`src/rtl/abrr_pkg.sv`:
```
`timescale 1ns / 1ps
// ----------------------------------------------------------------------------
// abrr_pkg
// Shared types, constants and helpers of the batch retention ring.
// ----------------------------------------------------------------------------
package abrr_pkg;

    localparam int SLOTS_DEF       = 8;
    localparam int BATCH_BYTES_DEF = 512;
    localparam int REPLY_BYTES_DEF = 2048;

    localparam int SEQ_W        = 32;
    localparam int SEAL_RESERVE = 9;
    localparam int OPEN_BYTES   = 4;
    localparam int REPLY_BASE   = 23;
    localparam int NAME_LEN_RST = 8;

    typedef enum logic [1:0] {
        ST_EMPTY  = 2'd0,
        ST_ACTIVE = 2'd1,
        ST_SEALED = 2'd2
    } slot_state_t;

    typedef enum logic [1:0] {
        KIND_APPEND  = 2'd0,
        KIND_BATCH   = 2'd1,
        KIND_SUMMARY = 2'd2
    } result_kind_t;

    localparam logic REQ_APPEND = 1'b0;
    localparam logic REQ_POLL   = 1'b1;

    typedef struct packed {
        logic zero;
        logic neg;
    } cmp_res_t;

    // encoded length of an unsigned integer head
    function automatic logic [2:0] head_bytes(input logic [SEQ_W-1:0] v);
        logic [2:0] n;
        if (v < 32'd24)         n = 3'd1;
        else if (v < 32'd256)   n = 3'd2;
        else if (v < 32'd65536) n = 3'd3;
        else                    n = 3'd5;
        return n;
    endfunction

endpackage

```
`src/rtl/abrr_cmp.sv`:
```
`timescale 1ns / 1ps
// ----------------------------------------------------------------------------
// abrr_cmp
// Shared serial-number subtract and compare unit.
// ----------------------------------------------------------------------------
module abrr_cmp (
    input  logic [abrr_pkg::SEQ_W-1:0] op_a,
    input  logic [abrr_pkg::SEQ_W-1:0] op_b,
    output abrr_pkg::cmp_res_t         res
);
    logic [abrr_pkg::SEQ_W-1:0] d;

    assign d        = op_a - op_b;
    assign res.zero = (d == '0);
    assign res.neg  = d[abrr_pkg::SEQ_W-1];

endmodule

```
`src/rtl/acked_batch_retention_ring_core.sv`:
```
`timescale 1ns / 1ps
// ----------------------------------------------------------------------------
// acked_batch_retention_ring_core
// Ring of batch slots with append, seal, evict, ack retirement and polling.
// ----------------------------------------------------------------------------
// An append, once accepted, takes a slot, checks the fit, adds and reports the
// message; a seal is followed by a slot search (empty scan, oldest-sealed scan, evict).
// A poll runs a retirement pass over all slots and one seal check, then a scan
// per selected batch and a closing search and summary, all through one shared
// serial compare unit.
// One word at a time; output stalls add cycles; the input is not ready until
// the last result is issued.
// aresetn (synchronous) empties all slots and sets the next sequence to one.
module acked_batch_retention_ring_core #(
    parameter int SLOTS       = abrr_pkg::SLOTS_DEF,
    parameter int BATCH_BYTES = abrr_pkg::BATCH_BYTES_DEF,
    parameter int REPLY_BYTES = abrr_pkg::REPLY_BYTES_DEF
) (
    input  logic        aclk,
    input  logic        aresetn,
    input  logic        cfg_valid,
    output logic        cfg_ready,
    input  logic [5:0]  cfg_data,      // name_length
    input  logic        s_tvalid,
    output logic        s_tready,
    input  logic [47:0] s_tdata,       // msg_len, ack_seq, batch_cap
    input  logic        s_tuser,       // req_type
    output logic        m_tvalid,
    input  logic        m_tready,
    output logic [63:0] m_tdata,       // slot_index, batch_seq, batch_len, pending,
                                       // buffering, sealed, evicted, zero fill
    output logic [1:0]  m_tuser,       // result_kind
    output logic        m_tlast
);
    localparam int IW   = (SLOTS > 1) ? $clog2(SLOTS) : 1;
    localparam int CW   = $clog2(SLOTS + 1);
    localparam int LW   = $clog2(BATCH_BYTES + 1);
    localparam int SUMW = $clog2(BATCH_BYTES + 512) + 1;
    localparam int UW   = $clog2(REPLY_BYTES + BATCH_BYTES + 1) + 1;
    localparam int SW   = abrr_pkg::SEQ_W;
    localparam logic [IW-1:0] LAST_IDX = IW'(SLOTS - 1);

    typedef enum logic [3:0] {
        S_IDLE, S_DROP, S_TAKE, S_FINDE, S_FINDO, S_EVICT, S_FIT, S_ADD, S_AOUT,
        S_RET, S_PSEAL, S_SCAN0, S_SCAN1, S_PICK, S_EMIT, S_SUM
    } state_t;

    state_t                state_reg;
    abrr_pkg::slot_state_t status_reg [SLOTS];
    logic [LW-1:0]         len_reg    [SLOTS];
    logic [7:0]            cnt_reg    [SLOTS];
    logic [SW-1:0]         seq_reg    [SLOTS];
    logic [SW-1:0]         seq_ctr_reg;
    logic [5:0]            name_len_reg;
    logic                  act_valid_reg;
    logic [IW-1:0]         act_idx_reg;
    logic [CW-1:0]         n_sealed_reg;

    logic [7:0]            mlen_reg;
    logic [SW-1:0]         ack_reg;
    logic [CW-1:0]         cap_reg;
    logic [IW-1:0]         idx_reg;
    logic [IW-1:0]         a_reg;
    logic [IW-1:0]         best_reg;
    logic [SW-1:0]         best_seq_reg;
    logic                  found_reg;
    logic                  second_reg;
    logic                  sealed_reg;
    logic                  ev_reg;
    logic [SW-1:0]         sseq_reg;
    logic [SW-1:0]         cursor_reg;
    logic [CW-1:0]         nsel_reg;
    logic [UW-1:0]         used_reg;

    logic                  m_valid_reg;
    logic [63:0]           m_data_reg;
    logic [1:0]            m_user_reg;
    logic                  m_last_reg;

    logic                  out_free;
    logic                  emit_now;
    logic [SW-1:0]         op_b;
    abrr_pkg::cmp_res_t    cmp;
    logic [7:0]            act_cnt;
    logic [7:0]            maxb;

    assign out_free  = !m_valid_reg || m_tready;
    assign emit_now  = out_free && (state_reg == S_DROP || state_reg == S_AOUT ||
                                    state_reg == S_EMIT || state_reg == S_SUM);
    assign cfg_ready = 1'b1;
    assign s_tready  = (state_reg == S_IDLE);
    assign m_tvalid  = m_valid_reg;
    assign m_tdata   = m_data_reg;
    assign m_tuser   = m_user_reg;
    assign m_tlast   = m_last_reg;
    assign act_cnt   = act_valid_reg ? cnt_reg[act_idx_reg] : 8'd0;
    assign maxb      = s_tdata[47:40];

    always_comb begin
        unique case (state_reg)
            S_RET:   op_b = ack_reg;
            S_SCAN0: op_b = cursor_reg;
            default: op_b = best_seq_reg;
        endcase
    end

    abrr_cmp u_cmp (
        .op_a (seq_reg[idx_reg]),
        .op_b (op_b),
        .res  (cmp)
    );

    function automatic logic [63:0] pack_out(
        input logic [IW-1:0] slot, input logic [SW-1:0] seq, input logic [LW-1:0] len,
        input logic [CW-1:0] pend, input logic [7:0] buff, input logic sl, input logic ev);
        logic [63:0] w;
        w        = '0;
        w[2:0]   = 3'(slot);
        w[34:3]  = seq;
        w[44:35] = 10'(len);
        w[48:45] = 4'(pend);
        w[56:49] = buff;
        w[57]    = sl;
        w[58]    = ev;
        return w;
    endfunction

    always_ff @(posedge aclk) begin
        if (!aresetn) begin
            state_reg     <= S_IDLE;
            for (int i = 0; i < SLOTS; i++) status_reg[i] <= abrr_pkg::ST_EMPTY;
            seq_ctr_reg   <= SW'(1);
            name_len_reg  <= 6'(abrr_pkg::NAME_LEN_RST);
            act_valid_reg <= 1'b0;
            act_idx_reg   <= '0;
            n_sealed_reg  <= '0;
            m_valid_reg   <= 1'b0;
        end else begin
            if (cfg_valid) name_len_reg <= cfg_data;
            if (m_tready && !emit_now) m_valid_reg <= 1'b0;

            unique case (state_reg)
                S_IDLE: begin
                    if (s_tvalid) begin
                        mlen_reg   <= s_tdata[7:0];
                        ack_reg    <= s_tdata[39:8];
                        cap_reg    <= (maxb >= 8'd1 && maxb <= 8'(SLOTS)) ?
                                      CW'(maxb) : CW'(SLOTS);
                        sealed_reg <= 1'b0;
                        ev_reg     <= 1'b0;
                        second_reg <= 1'b0;
                        sseq_reg   <= '0;
                        idx_reg    <= '0;
                        if (s_tuser == abrr_pkg::REQ_APPEND) begin
                            if (SUMW'(s_tdata[7:0]) + SUMW'(2 + abrr_pkg::SEAL_RESERVE
                                + abrr_pkg::OPEN_BYTES) > SUMW'(BATCH_BYTES))
                                state_reg <= S_DROP;
                            else
                                state_reg <= S_TAKE;
                        end else begin
                            state_reg <= S_RET;
                        end
                    end
                end
                S_DROP: begin
                    if (out_free) begin
                        m_valid_reg <= 1'b1;
                        m_user_reg  <= abrr_pkg::KIND_APPEND;
                        m_last_reg  <= 1'b1;
                        m_data_reg  <= pack_out('0, '0, '0, n_sealed_reg, act_cnt,
                                                1'b0, 1'b0);
                        state_reg   <= S_IDLE;
                    end
                end
                S_TAKE: begin
                    idx_reg   <= '0;
                    found_reg <= 1'b0;
                    if (act_valid_reg) begin
                        a_reg     <= act_idx_reg;
                        state_reg <= second_reg ? S_ADD : S_FIT;
                    end else begin
                        state_reg <= S_FINDE;
                    end
                end
                S_FINDE: begin
                    if (status_reg[idx_reg] == abrr_pkg::ST_EMPTY) begin
                        status_reg[idx_reg] <= abrr_pkg::ST_ACTIVE;
                        len_reg[idx_reg]    <= LW'(abrr_pkg::OPEN_BYTES);
                        cnt_reg[idx_reg]    <= '0;
                        act_valid_reg       <= 1'b1;
                        act_idx_reg         <= idx_reg;
                        a_reg               <= idx_reg;
                        state_reg           <= second_reg ? S_ADD : S_FIT;
                    end else if (idx_reg == LAST_IDX) begin
                        idx_reg   <= '0;
                        state_reg <= S_FINDO;
                    end else begin
                        idx_reg <= idx_reg + 1'b1;
                    end
                end
                S_FINDO: begin
                    if (status_reg[idx_reg] == abrr_pkg::ST_SEALED &&
                        (!found_reg || cmp.neg)) begin
                        found_reg    <= 1'b1;
                        best_reg     <= idx_reg;
                        best_seq_reg <= seq_reg[idx_reg];
                    end
                    if (idx_reg == LAST_IDX) state_reg <= S_EVICT;
                    else idx_reg <= idx_reg + 1'b1;
                end
                S_EVICT: begin
                    a_reg         <= found_reg ? best_reg : '0;
                    status_reg[found_reg ? best_reg : '0] <= abrr_pkg::ST_ACTIVE;
                    len_reg[found_reg ? best_reg : '0]    <= LW'(abrr_pkg::OPEN_BYTES);
                    cnt_reg[found_reg ? best_reg : '0]    <= '0;
                    act_valid_reg <= 1'b1;
                    act_idx_reg   <= found_reg ? best_reg : '0;
                    ev_reg        <= 1'b1;
                    if (found_reg) n_sealed_reg <= n_sealed_reg - 1'b1;
                    state_reg     <= second_reg ? S_ADD : S_FIT;
                end
                S_FIT: begin
                    if (SUMW'(mlen_reg) + SUMW'(len_reg[a_reg]) +
                        SUMW'(2 + abrr_pkg::SEAL_RESERVE) > SUMW'(BATCH_BYTES)) begin
                        seq_reg[a_reg]    <= seq_ctr_reg;
                        len_reg[a_reg]    <= len_reg[a_reg] + LW'(4)
                                             + LW'(abrr_pkg::head_bytes(seq_ctr_reg));
                        status_reg[a_reg] <= abrr_pkg::ST_SEALED;
                        n_sealed_reg      <= n_sealed_reg + 1'b1;
                        act_valid_reg     <= 1'b0;
                        sseq_reg          <= seq_ctr_reg;
                        seq_ctr_reg       <= seq_ctr_reg + 1'b1;
                        sealed_reg        <= 1'b1;
                        second_reg        <= 1'b1;
                        state_reg         <= S_TAKE;
                    end else begin
                        state_reg <= S_ADD;
                    end
                end
                S_ADD: begin
                    len_reg[a_reg] <= len_reg[a_reg] + LW'(mlen_reg) + LW'(2);
                    if (cnt_reg[a_reg] != 8'hFF) cnt_reg[a_reg] <= cnt_reg[a_reg] + 8'd1;
                    state_reg <= S_AOUT;
                end
                S_AOUT: begin
                    if (out_free) begin
                        m_valid_reg <= 1'b1;
                        m_user_reg  <= abrr_pkg::KIND_APPEND;
                        m_last_reg  <= 1'b1;
                        m_data_reg  <= pack_out(a_reg, sseq_reg, len_reg[a_reg],
                                                n_sealed_reg, cnt_reg[a_reg],
                                                sealed_reg, ev_reg);
                        state_reg   <= S_IDLE;
                    end
                end
                S_RET: begin
                    if (status_reg[idx_reg] == abrr_pkg::ST_SEALED &&
                        (cmp.zero || cmp.neg)) begin
                        status_reg[idx_reg] <= abrr_pkg::ST_EMPTY;
                        n_sealed_reg        <= n_sealed_reg - 1'b1;
                    end
                    if (idx_reg == LAST_IDX) state_reg <= S_PSEAL;
                    else idx_reg <= idx_reg + 1'b1;
                end
                S_PSEAL: begin
                    if (n_sealed_reg == '0 && act_valid_reg &&
                        cnt_reg[act_idx_reg] != 8'd0) begin
                        seq_reg[act_idx_reg]    <= seq_ctr_reg;
                        len_reg[act_idx_reg]    <= len_reg[act_idx_reg] + LW'(4)
                                                   + LW'(abrr_pkg::head_bytes(seq_ctr_reg));
                        status_reg[act_idx_reg] <= abrr_pkg::ST_SEALED;
                        n_sealed_reg            <= n_sealed_reg + 1'b1;
                        act_valid_reg           <= 1'b0;
                        seq_ctr_reg             <= seq_ctr_reg + 1'b1;
                        sealed_reg              <= 1'b1;
                    end
                    idx_reg    <= '0;
                    found_reg  <= 1'b0;
                    cursor_reg <= ack_reg;
                    nsel_reg   <= '0;
                    used_reg   <= UW'(abrr_pkg::REPLY_BASE) + UW'(name_len_reg);
                    state_reg  <= S_SCAN0;
                end
                S_SCAN0: begin
                    if (status_reg[idx_reg] == abrr_pkg::ST_SEALED && !cmp.zero &&
                        !cmp.neg && found_reg) begin
                        state_reg <= S_SCAN1;
                    end else begin
                        if (status_reg[idx_reg] == abrr_pkg::ST_SEALED && !cmp.zero &&
                            !cmp.neg) begin
                            found_reg    <= 1'b1;
                            best_reg     <= idx_reg;
                            best_seq_reg <= seq_reg[idx_reg];
                        end
                        if (idx_reg == LAST_IDX) state_reg <= S_PICK;
                        else idx_reg <= idx_reg + 1'b1;
                    end
                end
                S_SCAN1: begin
                    if (cmp.neg) begin
                        best_reg     <= idx_reg;
                        best_seq_reg <= seq_reg[idx_reg];
                    end
                    if (idx_reg == LAST_IDX) begin
                        state_reg <= S_PICK;
                    end else begin
                        idx_reg   <= idx_reg + 1'b1;
                        state_reg <= S_SCAN0;
                    end
                end
                S_PICK: begin
                    if (nsel_reg >= cap_reg || !found_reg ||
                        used_reg + UW'(len_reg[best_reg]) > UW'(REPLY_BYTES))
                        state_reg <= S_SUM;
                    else
                        state_reg <= S_EMIT;
                end
                S_EMIT: begin
                    if (out_free) begin
                        m_valid_reg <= 1'b1;
                        m_user_reg  <= abrr_pkg::KIND_BATCH;
                        m_last_reg  <= 1'b0;
                        m_data_reg  <= pack_out(best_reg, best_seq_reg, len_reg[best_reg],
                                                '0, '0, 1'b0, 1'b0);
                        used_reg    <= used_reg + UW'(len_reg[best_reg]);
                        cursor_reg  <= best_seq_reg;
                        nsel_reg    <= nsel_reg + 1'b1;
                        idx_reg     <= '0;
                        found_reg   <= 1'b0;
                        state_reg   <= S_SCAN0;
                    end
                end
                S_SUM: begin
                    if (out_free) begin
                        m_valid_reg <= 1'b1;
                        m_user_reg  <= abrr_pkg::KIND_SUMMARY;
                        m_last_reg  <= 1'b1;
                        m_data_reg  <= pack_out('0, '0, '0, n_sealed_reg - nsel_reg,
                                                act_cnt, sealed_reg, 1'b0);
                        state_reg   <= S_IDLE;
                    end
                end
                default: state_reg <= S_IDLE;
            endcase
        end
    end

    a_sealed_bound: assert property (@(posedge aclk) disable iff (!aresetn)
        n_sealed_reg <= CW'(SLOTS))
        else $error("sealed count exceeds slot count");

    a_active_slot: assert property (@(posedge aclk) disable iff (!aresetn)
        act_valid_reg |-> status_reg[act_idx_reg] == abrr_pkg::ST_ACTIVE)
        else $error("active index does not point at an active slot");

    a_idle_last: assert property (@(posedge aclk) disable iff (!aresetn)
        (state_reg == S_IDLE && m_valid_reg) |-> m_last_reg)
        else $error("idle with a non-final result pending");

    a_nsel_bound: assert property (@(posedge aclk) disable iff (!aresetn)
        (state_reg == S_SCAN0 || state_reg == S_PICK || state_reg == S_SUM)
        |-> nsel_reg <= n_sealed_reg)
        else $error("more batches selected than sealed");

endmodule

```
`config.mk`:
```
export PLATFORM = sky130hd
export DESIGN_NAME = acked_batch_retention_ring_core
export DESIGN_NICKNAME = d
export VERILOG_FILES = /design/src/rtl/abrr_pkg.sv /design/src/rtl/abrr_cmp.sv /design/src/rtl/acked_batch_retention_ring_core.sv
export SDC_FILE = /design/constraint.sdc
export NUM_CORES = 1
export LEC_CHECK = 0
export ABC_AREA = 1
export BUFFER_PORTS_ARGS = -buffer_cell sky130_fd_sc_hd__clkbuf_2
export CORE_MARGIN = 3
export CORE_UTILIZATION = 45
export DETAILED_ROUTE_END_ITERATION = 8
export PLACE_DENSITY_LB_ADDON = 0.25
export SLEW_MARGIN = 0
export SYNTH_ARGS = -nofsm -noshare
export SYNTH_HDL_FRONTEND = slang
export SYNTH_SLANG_ARGS = --single-unit
export TNS_END_PERCENT = 50
```
`constraint.sdc`:
```
create_clock -name aclk -period 16 [get_ports aclk]
set_input_delay 1.6 -clock aclk [delete_from_list [all_inputs] [get_ports aclk]]
set_output_delay 1.6 -clock aclk [all_outputs]
set_load 0.01 [all_outputs]
```
## Yosys cells after proc, flatten, opt, wreduce, memory -nomap -nowiden

Memories as Yosys holds them, arrays and structs flattened. A register that Yosys moved wholly into a read port is not among the register bits.
Cells that the tools add are included.

| storage, ports and cells | value |
|---|---|
| output and inout bits | 70 |
| latch bits | 0 |
| word-level logic and storage cells | 338 |
| memories kept | 4 |
| bits in writable memories | 416 |
| bits of input ports | 60 |
| register bits after elaboration | 288 |
| memory bits (read-only) | 0 |

| operators by class | value |
|---|---|
| shift-type cells | 0 |
| $lt $le $gt $ge | 9 |
| eq/ne operators | 40 |
| mux-type cells | 164 |
| $mul | 0 |
| reduce and logical (&&, ||, !) cells | 75 |
| divide/modulo/power cells | 0 |
| add/subtract/negate cells | 19 |
| bitwise logic cells | 2 |

Memories:

| name | depth | width | rd ports | clocked after memory_dff | write ports | RTL line | RTL |
|---|---|---|---|---|---|---|---|
| seq_reg | 8 | 32 | 1 | 1 | 1 | acked_batch_retention_ring_core.sv:52 | `logic [SW-1:0] seq_reg [SLOTS];` |
| len_reg | 8 | 10 | 3 | 3 | 1 | acked_batch_retention_ring_core.sv:50 | `logic [LW-1:0] len_reg [SLOTS];` |
| cnt_reg | 8 | 8 | 2 | 2 | 1 | acked_batch_retention_ring_core.sv:51 | `logic [7:0] cnt_reg [SLOTS];` |
| status_reg | 8 | 2 | 1 | 1 | 8 | acked_batch_retention_ring_core.sv:49 | `abrr_pkg::slot_state_t status_reg [SLOTS];` |

Operators with widths:

| operator | number |
|---|---|
| 32-bit two-way mux | 10 |
| 64-bit two-way mux | 4 |
| 32-bit case mux with 2 select lines | 4 |
| 64-bit case mux with 4 select lines | 1 |
| 3-bit two-way mux | 44 |
| 32-bit case mux with 3 select lines | 1 |
| 4-bit two-way mux | 15 |
| 4-bit case mux with 14 select lines | 1 |
| 1-bit two-way mux | 53 |
| 10-bit two-way mux | 4 |
| 2-bit inequality test, second input constant | 17 |
| 32-bit by 1-bit adder with 32-bit output, second input constant | 1 |
| 4-bit == test, second input constant | 8 |
| 32-bit logical NOT | 1 |
| 32-bit by 17-bit less-than comparator with 1-bit output, second input constant | 1 |
| 32-bit by 5-bit less-than comparator with 1-bit output, second input constant | 1 |
| 32-bit by 9-bit less-than comparator with 1-bit output, second input constant | 1 |
| 32-bit OR reduction | 1 |
| 32-bit subtractor | 1 |
| 10-bit OR reduction | 3 |
| 13-bit case mux with 2 select lines | 1 |
| 8-bit two-way mux | 3 |
| 6-bit AND reduction | 4 |
| 10-bit by 3-bit adder with 10-bit output | 2 |
| other kinds (58) | 127 |

## Depth between registers and ports, before layout

| logic depth | value |
|---|---|
| depth in word-level cells | 16 |
| mapped depth | 33 |
| depth with buffers taken out | 30 |

## Cells and area by module

A second synthesis with hierarchy kept.

| unflattened totals | value |
|---|---|
| cell total of the unflattened synthesis | 4071 |
| area total of the unflattened synthesis | 36956.7 um^2 |

Modules (own cells, without submodules):

| module | sequential area each (um^2) | instances | area an instance (um^2) | cells an instance |
|---|---|---|---|---|
| acked_batch_retention_ring_core | 20719.9 | 1 | 34189.0 | 3462 |
| abrr_cmp | 0.0 | 1 | 2767.7 | 609 |

## Worst setup path before layout

Ideal clock, no wire load.

| timing | value |
|---|---|
| path type | reg2reg |
| from | register with a tool-made name |
| to | memory seq_reg[6][0] in the netlist's numbering, enable pin |
| buffers on the path | 4 |
| library setup time | 421 ps |
| clock period less this slack | 5741 ps |
| data required time | 15579 ps |
| stages on the path, launching flop included | 31 |
| path slack | 10259 ps |
| data arrival time | 5320 ps |
| path through | dfxtp_1 -> buf_4 -> buf_2 -> buf_2 -> buf_2 -> inv_1 -> a21oi_1 -> o21ai_0 -> nand2_1 -> inv_1 -> o21ai_0 -> inv_1 -> ha_1 -> inv_1 -> ha_1 -> inv_1 -> fa_1 -> o21ai_1 -> a21oi_1 -> xor2_1 -> a21oi_1 -> nand3_1 -> nand2_1 -> nand2_1 -> nand2_2 -> inv_1 -> o21ai_1 -> nand2_1 -> nor2_2 -> nand3_2 -> nor2_1 |

RTL lines:

| element | RTL line |
|---|---|
| end: declaration | acked_batch_retention_ring_core.sv:52 |

==> results.md <==
- Worst Tran Pin Value: 1.32 ns
- Max reg flops: 256
- Element type at the critical path end: flop
- Delay-heaviest family, CP: simple AND/OR/NAND/NOR gates
- Slew headroom: 11.9%
- Setup Skew: 0.0247 ns
- Chip Height: 290 um
- Max Root-Sink Buffers: 3
- Syn Inst Count: approximately 3900
- Distinct cells, synth: 64
- Antenna viol nets, final: 0
- Setup TNS: 0 ns
- FFs w/ async S/R, synth: 0%
- Via/cell ratio: 5.55
- Initial core utilization: roughly 46%
- Peak supply drop: 0.0000794 V
- Hold path cells: 0
- Crit-path most repeated cell: nand3_1
- Die footprint: 83900 um^2
- # rows: 103
- Worst Slack Setup Final: between 9 and 10 ns
- Final Max Slew Viols: 0
- Slowest CP cell: nor2_4
- Number of sinks on the clock net: 711
- Sequential area share after synthesis: 57.2%
- Nets: 4141
- Design Power: about 0.0066 W
- Flops & latches, synth: 711
- Final Util: 50.5%
- Vias in the first global route: about 26000
- Layout area overhead: 10.8%
- Run status: finished, final reports clean
- DR pass1 iterations: 6
- Top FF cell, synth: edfxtp_1
- Worst path max stage delay: 0.84 ns
- WL final: 103000 um
- CP Data Required Time: between 15 and 20 ns
- Post-Syn Area: ~36000 um^2
- Number of vias in the routed layout: 28286
- CP arrival: 6.87 ns
- Worst path depth: 26
- EDFF count, synth: 648
- Worst hold slack: 0.493 ns
- R2R Path End: seq_reg[7][28]
- Pin count of the biggest net entering global routing: 86
- Routability Congestion: ~0.90
- Root Buffer: clkbuf_16
- Area of the multi-input gates: 13100 um^2
- CTS tree: done
- Startpoint types: flop
- Hold_sp: idx_reg[2]
- Buf/Inv on CP: 5
- Drt drc: 0
- Hold Path End: best_reg[2]
- Most common cell after layout, fill and taps aside: nand2_1
- CP Max Fanout: 72
- Setup violations, final: 0
- Num ports: between 100 and 150
- Synthesized area per cell: 9.27 um^2
- Count of hold-fix buffers inserted at cts: 0
- Post-CTS sizing: 0
- Die W: 290 um
- Most frequent cells in the layout: nand2_1, edfxtp_1, nor2_1
- Post-DP HPWL: 69900 um
- Max Cap Viol: 0
- # H-tree levels: 3
- Leak: roughly 16 nW
- Max Clk Rate: 0.151 GHz
- DR WL/cell: 20.2 um
- Final min period: 6.62 ns
- First-pass GRT wire length: 156000 um
- Gr usage total: 24.2%
- DRT iter0 DRCs: 2995
- Num CTS Buffers: between 70 and 80
- Period Utilization, post-route: 41.4%
- WS Path Type: reg -> reg
- Power Dens Cells: 165 nW/um^2
- Post-CTS setup buffers: 0
- GRT Residual Overflow: 0
- Layout fillers: 7320
- R2R Setup Slk: 9.38 ns
- Clk Latency, worst-skew pair: 0.63 ns
- FF/Latch Area: 20700 um^2
- Hold Vio Cnt, Final: 0
- Tightest Hold Check Type: reg -> reg
- Reg2reg path depth: 26
- Layout cells sized above 1: 8.34%
- Clk slew on worst S/H paths: around 0.06 ns
- Core area: 79400 um^2
- Yosys warning count: 0
- Port bufs: 123
- Unrepaired setup endpoints after global routing: false
- Initial antenna violation count: 4
- DP Worst Slack: 9.41 ns
==> Yosys cell counts (all sizes together), types with 32 or more instances <==
cell type / number / area [um^2]
inv: 444 / 1670
dfxtp: 63 / 1260
o221ai: 33 / 289
nor2: 454 / 1740
edfxtp: 648 / 19500
clkbuf: 99 / 372
buf: 67 / 417
o21ai: 455 / 2290
nand4: 32 / 219
ha: 91 / 1140
nand2: 833 / 3150
nand3: 151 / 781
xor2: 44 / 385
a31oi: 34 / 219
nor3: 42 / 220
o22ai: 32 / 200
a21oi: 251 / 1260
==> how the worst max path moves through the flow <==
stage               startpoint              to  slack (ns)
floorplan                 flop   seq_reg[6][0]       10.26
global placement          flop  seq_reg[6][20]        9.45
detailed placement        flop  seq_reg[7][22]        9.41
CTS                       flop   seq_reg[7][3]        9.41
global route              flop  seq_reg[7][18]        8.75
finish                    flop  seq_reg[7][28]        9.38
==> power by group <==
group          switching (W)  total, W  internal, W
Combinational        0.00185   0.00266     0.000806
Clock               0.000739   0.00167     0.000930
Sequential         0.0000988   0.00229      0.00219
Total                0.00269   0.00662      0.00393
==> routing by layer <==
layer / global-route usage, % / vias to the layer above / routed length, um
li1: - / 13512 / -
met1: 35.3 / 13490 / 45900
met2: 37.1 / 1129 / 45400
met3: 4.53 / 153 / 9370
met4: 6.96 / 2 / 2170
met5: 0 / - / 8
==> area by class of cell <==
type / count / area share, %
inverter: 450 / 4.22
multi-input combinational: 2582 / 32.7
sequential: 711 / 51.7
clock buffer: 101 / 5.13
clock inverter: 35 / 0.686
timing repair buffer: 161 / 2.25
tap: 1050 / 3.28
antenna: 3 / 0.0187
==> per-stage QoR <==
step	cells	cell area, um^2
2_1_floorplan	3909	36200
3_3_place_gp	4954	37800
3_5_place_dp	4954	37800
4_1_cts	5090	40100
5_1_grt	5091	40100
6_report	5093	40100
==> logic make-up after synthesis <==
family	synth area share (%)
adders and majority gates	3.59
muxes	0.117
xor gates and xnor gates	1.40
and+or+nand+nor	17.6
DFF	57.2
other	0.0207
buffers and inverters	6.84
AOI/OAI and AO/OA	13.2
(Power assumes the default switching activity.)
